**src/rtl/clcd_pkg.sv**
```systemverilog
// Shared types and constants for the connection list decoder.
// Depends on nothing; every other file of the block imports it.
package clcd_pkg;

    // Command codes of an input request
    localparam logic [1:0] CMD_START = 2'd0;
    localparam logic [1:0] CMD_WORD  = 2'd1;
    localparam logic [1:0] CMD_NEXT  = 2'd2;

    // Result kinds
    localparam logic [1:0] KIND_FETCH     = 2'd0;
    localparam logic [1:0] KIND_CONN      = 2'd1;
    localparam logic [1:0] KIND_DONE      = 2'd2;
    localparam logic [1:0] KIND_MISPLACED = 2'd3;

    // Walk phases
    localparam logic [1:0] PH_IDLE  = 2'd0;
    localparam logic [1:0] PH_AWAIT = 2'd1;
    localparam logic [1:0] PH_RUN   = 2'd2;
    localparam logic [1:0] PH_FETCH = 2'd3;

    // Configuration register indexes
    localparam logic [1:0] CFG_LIST_LENGTH = 2'd0;
    localparam logic [1:0] CFG_LONG_FORM   = 2'd1;
    localparam logic [1:0] CFG_GROUP_BASE  = 2'd2;
    localparam logic [1:0] CFG_GROUP_COUNT = 2'd3;

    // Node numbers at or above this limit are never valid
    localparam logic [15:0] C_MAX_NODES = 16'd128;

    localparam logic [15:0] C_COUNT_MAX = 16'hffff;

    typedef struct packed {
        logic [6:0] list_length;
        logic       long_form;
        logic [6:0] group_base;
        logic [7:0] group_count;
    } t_cfg;

    typedef struct packed {
        logic [1:0]  phase;
        logic [6:0]  entry_index;
        logic [31:0] word_shift;
        logic [14:0] previous_node;
        logic [14:0] range_target;
        logic        in_range;
        logic [15:0] conn_count;
    } t_state;

    typedef struct packed {
        logic [1:0]  kind;
        logic [6:0]  fetch_index;
        logic [15:0] slot;
        logic [14:0] node_id;
        logic        node_valid;
    } t_result;

endpackage

```
**src/rtl/clcd_cfg_regs.sv**
```systemverilog
// Configuration registers of the connection list decoder.
// Depends on clcd_pkg for the register indexes and the t_cfg struct.
module clcd_cfg_regs (
    input  logic           i_clk,
    input  logic           i_rst_n,
    input  logic           i_cfg_we,
    input  logic [1:0]     i_cfg_index,
    input  logic [7:0]     i_cfg_data,
    output clcd_pkg::t_cfg o_cfg
);
    import clcd_pkg::*;

    t_cfg r_cfg;

    always_ff @(posedge i_clk) begin
        if (!i_rst_n) begin
            r_cfg <= '0;
        end else if (i_cfg_we) begin
            case (i_cfg_index)
                CFG_LIST_LENGTH: r_cfg.list_length <= i_cfg_data[6:0];
                CFG_LONG_FORM:   r_cfg.long_form   <= i_cfg_data[0];
                CFG_GROUP_BASE:  r_cfg.group_base  <= i_cfg_data[6:0];
                CFG_GROUP_COUNT: r_cfg.group_count <= i_cfg_data;
                default:         r_cfg             <= r_cfg;
            endcase
        end
    end

    assign o_cfg = r_cfg;

endmodule

```
**src/rtl/clcd_step.sv**
```systemverilog
// Single-step decode logic: next walk state and result for one request.
// Depends on clcd_pkg for codes and the state, config and result structs.
module clcd_step (
    input  clcd_pkg::t_cfg    i_cfg,
    input  clcd_pkg::t_state  i_state,
    input  logic [1:0]        i_command,
    input  logic [31:0]       i_response_word,
    output clcd_pkg::t_state  o_state,
    output clcd_pkg::t_result o_result
);
    import clcd_pkg::*;

    t_state      w;
    logic        adv;
    logic        do_emit;
    logic        do_consume;
    logic        do_range;
    logic [14:0] emit_node;
    logic [14:0] target;
    logic [14:0] entry_node;
    logic        entry_top;
    logic [15:0] prev_inc;
    logic [15:0] group_end;
    logic [6:0]  idx_inc;
    logic [1:0]  per_word_mask;

    always_comb begin
        // Apply the command to the current state
        w        = i_state;
        adv      = 1'b0;
        o_result = '0;
        if (i_command == CMD_START) begin
            w       = '0;
            w.phase = PH_FETCH;
            adv     = 1'b1;
        end else if (i_command == CMD_WORD && i_state.phase == PH_AWAIT) begin
            w.word_shift = i_response_word;
            w.phase      = PH_RUN;
            adv          = 1'b1;
        end else if (i_command == CMD_NEXT &&
                     (i_state.phase == PH_RUN || i_state.phase == PH_FETCH)) begin
            adv = 1'b1;
        end else begin
            o_result.kind = KIND_MISPLACED;
        end

        // Current entry
        if (i_cfg.long_form) begin
            entry_node = w.word_shift[14:0];
            entry_top  = w.word_shift[15];
        end else begin
            entry_node = {8'd0, w.word_shift[6:0]};
            entry_top  = w.word_shift[7];
        end

        o_state    = w;
        do_emit    = 1'b0;
        do_consume = 1'b0;
        do_range   = 1'b0;
        emit_node  = entry_node;
        target     = w.range_target;
        prev_inc   = {1'b0, w.previous_node} + 16'd1;

        if (adv) begin
            if (w.in_range) begin
                do_range = 1'b1;
            end else if (w.entry_index >= i_cfg.list_length) begin
                o_result.kind = KIND_DONE;
                o_result.slot = w.conn_count;
                o_state.phase = PH_IDLE;
            end else if (w.phase == PH_FETCH) begin
                o_result.kind        = KIND_FETCH;
                o_result.fetch_index = w.entry_index;
                o_state.phase        = PH_AWAIT;
            end else if (entry_top && w.entry_index != 7'd0) begin
                target               = entry_node;
                o_state.range_target = entry_node;
                do_range             = 1'b1;
            end else begin
                do_emit    = 1'b1;
                do_consume = 1'b1;
            end
        end

        // Range: step one node past the previous one, or finish on the target
        if (do_range) begin
            do_emit = 1'b1;
            if (prev_inc < {1'b0, target}) begin
                emit_node        = prev_inc[14:0];
                o_state.in_range = 1'b1;
            end else begin
                emit_node        = target;
                o_state.in_range = 1'b0;
                do_consume       = 1'b1;
            end
        end

        group_end = {8'd0, i_cfg.group_base} + {8'd0, i_cfg.group_count};
        if (do_emit) begin
            o_result.kind       = KIND_CONN;
            o_result.slot       = w.conn_count;
            o_result.node_id    = emit_node;
            o_result.node_valid = ({1'b0, emit_node} < C_MAX_NODES) &&
                                  (emit_node >= {8'd0, i_cfg.group_base}) &&
                                  ({1'b0, emit_node} < group_end);
            if (w.conn_count != C_COUNT_MAX) begin
                o_state.conn_count = w.conn_count + 16'd1;
            end
            o_state.previous_node = emit_node;
        end

        idx_inc       = w.entry_index + 7'd1;
        per_word_mask = i_cfg.long_form ? 2'b01 : 2'b11;
        if (do_consume) begin
            o_state.entry_index = idx_inc;
            o_state.word_shift  = i_cfg.long_form ? (w.word_shift >> 16)
                                                  : (w.word_shift >> 8);
            if ((idx_inc[1:0] & per_word_mask) == 2'b00) begin
                o_state.phase = PH_FETCH;
            end
        end
    end

endmodule

```
**src/rtl/connection_list_decoder_unit.sv**
```systemverilog
// Top level of the connection list decoder: input register, walk state,
// result register. Depends on clcd_pkg, clcd_cfg_regs and clcd_step.
//
//  Channel   Direction  Handshake                  Payload
//  -------   ---------  -------------------------  ------------------------------
//  in        request    i_in_valid / o_in_ready    i_command, i_response_word
//  out       result     o_out_valid / i_out_ready  o_kind, o_fetch_index, o_slot,
//                                                  o_node_id, o_node_valid
//  cfg       write      i_cfg_we                   i_cfg_index, i_cfg_data
//
// Flow: each request gives exactly one result, which passes the input register
// and then the result register. One request per cycle is sustained while the
// result channel is not stalled; the limit is the loop through the walk state
// register and clcd_step.
// Reset: synchronous, active low; clears the walk state, both valid flags and
// the configuration registers.
// Stalls: a held result blocks only the input register; the input register
// still takes a request whenever it is empty or is being processed.
module connection_list_decoder_unit (
    input  logic        i_clk,
    input  logic        i_rst_n,
    // configuration
    input  logic        i_cfg_we,
    input  logic [1:0]  i_cfg_index,
    input  logic [7:0]  i_cfg_data,
    // request channel
    input  logic        i_in_valid,
    output logic        o_in_ready,
    input  logic [1:0]  i_command,
    input  logic [31:0] i_response_word,
    // result channel
    output logic        o_out_valid,
    input  logic        i_out_ready,
    output logic [1:0]  o_kind,
    output logic [6:0]  o_fetch_index,
    output logic [15:0] o_slot,
    output logic [14:0] o_node_id,
    output logic        o_node_valid
);
    import clcd_pkg::*;

    t_cfg        cfg;
    t_state      r_st;
    t_state      n_st;
    t_result     n_res;
    t_result     r_res;
    logic        r_in_valid;
    logic [1:0]  r_cmd;
    logic [31:0] r_word;
    logic        r_out_valid;
    logic        fire;

    clcd_cfg_regs u_cfg (
        .i_clk       (i_clk),
        .i_rst_n     (i_rst_n),
        .i_cfg_we    (i_cfg_we),
        .i_cfg_index (i_cfg_index),
        .i_cfg_data  (i_cfg_data),
        .o_cfg       (cfg)
    );

    clcd_step u_step (
        .i_cfg           (cfg),
        .i_state         (r_st),
        .i_command       (r_cmd),
        .i_response_word (r_word),
        .o_state         (n_st),
        .o_result        (n_res)
    );

    // Process the held request when the result register is free or draining
    assign fire       = r_in_valid && (!r_out_valid || i_out_ready);
    assign o_in_ready = !r_in_valid || fire;

    // Input register: hold the request until it is processed
    always_ff @(posedge i_clk) begin
        if (!i_rst_n) begin
            r_in_valid <= 1'b0;
        end else if (o_in_ready) begin
            r_in_valid <= i_in_valid;
        end
    end

    always_ff @(posedge i_clk) begin
        if (i_in_valid && o_in_ready) begin
            r_cmd  <= i_command;
            r_word <= i_response_word;
        end
    end

    // Walk state: advance once per processed request; all-zero is the idle phase
    always_ff @(posedge i_clk) begin
        if (!i_rst_n) begin
            r_st <= '0;
        end else if (fire) begin
            r_st <= n_st;
        end
    end

    // Result register: load on process, drop once taken
    always_ff @(posedge i_clk) begin
        if (!i_rst_n) begin
            r_out_valid <= 1'b0;
        end else if (fire) begin
            r_out_valid <= 1'b1;
        end else if (i_out_ready) begin
            r_out_valid <= 1'b0;
        end
    end

    always_ff @(posedge i_clk) begin
        if (fire) begin
            r_res <= n_res;
        end
    end

    assign o_out_valid   = r_out_valid;
    assign o_kind        = r_res.kind;
    assign o_fetch_index = r_res.fetch_index;
    assign o_slot        = r_res.slot;
    assign o_node_id     = r_res.node_id;
    assign o_node_valid  = r_res.node_valid;

    // A range is only ever open while words are being walked
    a_range_in_run: assert property (@(posedge i_clk) disable iff (!i_rst_n)
        r_st.in_range |-> r_st.phase == PH_RUN)
        else $error("range open outside run phase");

    // Only a start request may lower the connection count
    a_count_monotonic: assert property (@(posedge i_clk) disable iff (!i_rst_n)
        fire && r_cmd != CMD_START |=> r_st.conn_count >= $past(r_st.conn_count))
        else $error("connection count went backward");

    // A next request while idle is always rejected
    a_idle_next: assert property (@(posedge i_clk) disable iff (!i_rst_n)
        fire && r_st.phase == PH_IDLE && r_cmd == CMD_NEXT
        |=> r_res.kind == KIND_MISPLACED)
        else $error("next request accepted while idle");

endmodule

```
**config.mk**
```make
export PLATFORM = sky130hd
export DESIGN_NAME = connection_list_decoder_unit
export DESIGN_NICKNAME = d
export VERILOG_FILES = /design/src/rtl/clcd_pkg.sv /design/src/rtl/clcd_cfg_regs.sv /design/src/rtl/clcd_step.sv /design/src/rtl/connection_list_decoder_unit.sv
export SDC_FILE = /design/constraint.sdc
export NUM_CORES = 1
export LEC_CHECK = 0
export ABC_AREA = 1
export BUFFER_PORTS_ARGS = -buffer_cell sky130_fd_sc_hd__buf_2
export CAP_MARGIN = 5
export CORE_MARGIN = 3
export CORE_UTILIZATION = 28
export CTS_CLUSTER_DIAMETER = 30
export DETAILED_ROUTE_END_ITERATION = 16
export PLACE_DENSITY_LB_ADDON = 0.15
export SYNTH_ARGS = -nofsm -noshare
export SYNTH_HDL_FRONTEND = slang
export SYNTH_SLANG_ARGS = --single-unit
```
**constraint.sdc**
```tcl
create_clock -name i_clk -period 11.53 [get_ports i_clk]
set_input_delay 2.306 -clock i_clk [delete_from_list [all_inputs] [get_ports i_clk]]
set_output_delay 2.306 -clock i_clk [all_outputs]
set_load 0.1 [all_outputs]
```
==> metrics.txt <==
Setup Viol. Count Final=0; area post-placement=11310 um^2; part of the Yosys area used for sequential elements=0.4324; Layout Cells excl Fill=1905; Netlist Area Pre-Place=10440 um^2; cell at the slowest stage of the critical path=sky130_fd_sc_hd__edfxtp_1; max-slew violation total from the final report=0; count of input and output buffers=91; RD Place Congestion=0.8302; clock latency at the later pin of the worst-skew pair=roughly 0.45 ns; routed via count divided by cell count=4.805; endpoints failing hold=0; area of all placed cells without fillers=11890 um^2; VDD IR-drop max=~100 uV; H-tree levels=4; Die Footprint=39640 um^2; HP Class=flip-flop to flip-flop; Synth Area per Inst=between 7 and 8 um^2; most used flip-flop cell after synthesis=sky130_fd_sc_hd__dfxtp_1; TritonCTS clock tree=yes; biggest area contributors in the synthesized netlist=sky130_fd_sc_hd__dfxtp_1 22%, sky130_fd_sc_hd__edfxtp_1 22%, sky130_fd_sc_hd__nand2_1 8.5%; outcome=finished, final reports clean; starting density of the core=0.2845; synthesized flop and latch total=188; number of antenna-violating nets in the routed design=0; number of gates given a new drive strength after cts=0; cell leakage power=4.795 nW; share of the cycle needed by the critical path after routing=0.5103; I/O pin count=92; overall track demand over capacity in global routing=0.1588; synth unique cells=57; Max Fclk=170.0 MHz; Num CTS Buffers=17; root cell of the clock tree=sky130_fd_sc_hd__clkbuf_16; per-cell routed wire length=16.12 um; Crit path top cell by count=sky130_fd_sc_hd__nand2_1; final worst clock skew=0.01466 ns; top post-synthesis cells by count=237 x sky130_fd_sc_hd__nand2_1, 179 x sky130_fd_sc_hd__inv_1, 176 x sky130_fd_sc_hd__nor2_1; cell with the most instances after synthesis=sky130_fd_sc_hd__nand2_1; share of cells above drive strength 1=0.1294; fraction of post-synthesis cell area in the top cell type by area=0.2167; Chip Height=199.1 um; number of antenna repair diodes=0; total number of placement rows=70; maximum number of pins on one net before global-route repair=73; Post-Syn Instances=between 1000 and 1500; gr ovfl total=0; number of placed instances, taps included=1873; number of global-route vias before repair=roughly 9000; number of synthesized flops with an enable pin=75; Clock Pin Slew Worst Setup and Hold Paths=0.08 ns; nature of the critical path startpoint=flip-flop; post-DP HPWL=roughly 21 mm; vias after detailed routing=9154; Sum Neg Setup Slack=0 ns; total DRC errors in the routed layout=0; Post-CTS Hold Fix Bufs=0; Worst Tran Pin Value=1.098 ns; maximum net fanout on the critical path=28; CP Class=flip-flop to flip-flop; worst hold slack across all endpoints=0.4553 ns; synthesis warning total=0; Arr. time, crit path=slightly above 6 ns; WP data required=roughly 12 ns; P&R area growth vs syn=13.86%; synthesized netlist net count=about 1500; horizontal extent of the die=199.1 um; Worst setup EP type=flip-flop; post-CTS setup repair buffer count=0; routed wire length=between 30 and 40 mm; final worst path period need=5.883 ns; Largest stage delay, worst path=0.47 ns; clock sink total=188; count of routing violations after the opening detailed-route iteration=569; first-pass GRT wire length=49.47 mm; power density normalized to cell area=131.8 nW/um^2; final-stage net count=approximately 1500; maximum clock insertion buffer count=2; Rel. slew slack=0.2655; proportion of register bits with asynchronous set or reset after synthesis=0; max_cap viols=0; core region area=approximately 37000 um^2; number of antenna violations at the first check in global routing=0; library cell with the largest summed area after synthesis=sky130_fd_sc_hd__dfxtp_1; setup repair after global routing missed its margin=false; First-pass DRT Iterations=5
==> metrics by stage <==
step	setup slack, ns	util	total power, mW
after detailed placement	5.639	0.3082	0.9899
after global placement	5.728	0.3082	0.9887
after floorplan	5.013	-	0.9272
after global routing	5.033	0.3240	1.649
after CTS	5.596	0.3240	1.593
final	5.647	0.3240	1.567
==> cell type report <==
| cell class | instances | area, um^2 |
|---|---|---|
| Timing Repair Buffer | 102 | 538.0 |
| Tap cell | 468 | 585.6 |
| Inverter | 198 | 745.7 |
| Multi-Input combinational cell | 917 | 4926 |
| Clock inverter | 9 | 67.56 |
| Clock buffer | 23 | 511.7 |
| Sequential cell | 188 | 4514 |
| Fill cell | 3987 | 24810 |
==> final timing paths <==
check	start	to	slack [ns]	depth (start not counted)
setup / recovery	r_cmd[1]	o_node_valid	5.65	35
hold / removal	r_st[83]	r_st[83]	0.46	1
setup reg to reg	r_cmd[1]	o_node_valid	5.65	35
hold reg to reg	r_st[83]	r_st[83]	0.46	1
==> critical path, delay by kind of cell, from the launching register on <==
family	cells	cell delay, ns
AOI/OAI and AO/OA	5	0.92
DFF	1	0.47
buffers and inverters	6	1.27
adders and majority gates	2	0.62
and+or+nand+nor	22	2.34
==> power by group <==
group          leakage [nW]  internal, mW  switching (mW)
registers              1.64         0.719          0.0143
clock network         0.281         0.318           0.275
logic                  2.87        0.0630           0.177
==> cell families (layout without fill, tap and decap cells) <==
family	Yosys count	after routing	synth area share
AOI/OAI and AO/OA	298	298	0.1722
xor gates and xnor gates	16	16	0.01342
adders and majority gates	43	43	0.05225
buffers and inverters	263	332	0.09658
and+or+nand+nor	560	560	0.2332
DFF	188	188	0.4324
==> cells in the final DEF, fill, tap and decap left out, types with 3 or more instances in the layout <==
cell and n:
sky130_fd_sc_hd__edfxtp_1 75, sky130_fd_sc_hd__nor2_2 7, sky130_fd_sc_hd__xnor2_1 4, sky130_fd_sc_hd__nand2_2 8
sky130_fd_sc_hd__nor2_1 176, sky130_fd_sc_hd__nor2_4 3, sky130_fd_sc_hd__inv_2 15, sky130_fd_sc_hd__o21ai_0 79
sky130_fd_sc_hd__o31ai_1 8, sky130_fd_sc_hd__clkbuf_1 3, sky130_fd_sc_hd__buf_2 91, sky130_fd_sc_hd__clkinv_1 5
sky130_fd_sc_hd__nor3_1 39, sky130_fd_sc_hd__nand3_1 62, sky130_fd_sc_hd__inv_6 4, sky130_fd_sc_hd__ha_1 42
sky130_fd_sc_hd__o221ai_2 3, sky130_fd_sc_hd__inv_1 177, sky130_fd_sc_hd__inv_4 3, sky130_fd_sc_hd__xor2_1 12
sky130_fd_sc_hd__o21ai_1 3, sky130_fd_sc_hd__dfxtp_1 113, sky130_fd_sc_hd__nand2_4 3, sky130_fd_sc_hd__a21oi_1 117
sky130_fd_sc_hd__buf_4 11, sky130_fd_sc_hd__a31oi_1 3, sky130_fd_sc_hd__nand4_1 12, sky130_fd_sc_hd__clkbuf_16 20
sky130_fd_sc_hd__nor4_1 4, sky130_fd_sc_hd__a221oi_1 5, sky130_fd_sc_hd__nand2_1 236, sky130_fd_sc_hd__o211ai_1 53
sky130_fd_sc_hd__a211oi_1 4
==> state kept, by name, indices dropped and copies added (netlist names) <==
register and cells:
r_st 88, r_word 32, u_cfg.o_cfg 23, o_slot 16, o_node_id 15, o_fetch_index 7, o_kind 2, r_cmd 2
o_node_valid 1, o_out_valid 1, r_in_valid 1
==> routing by layer <==
metal	wire [um]	part of all wire	global-route usage	vias to the layer above
li1	-	-	-	4669
met1	15370	0.50	0.2237	4247
met2	13680	0.45	0.2533	210
met3	1257	0.041	0.02715	28
met4	407	0.013	0.04138	0
met5	0	0	0	-
Power figures use the tool's default switching activity.
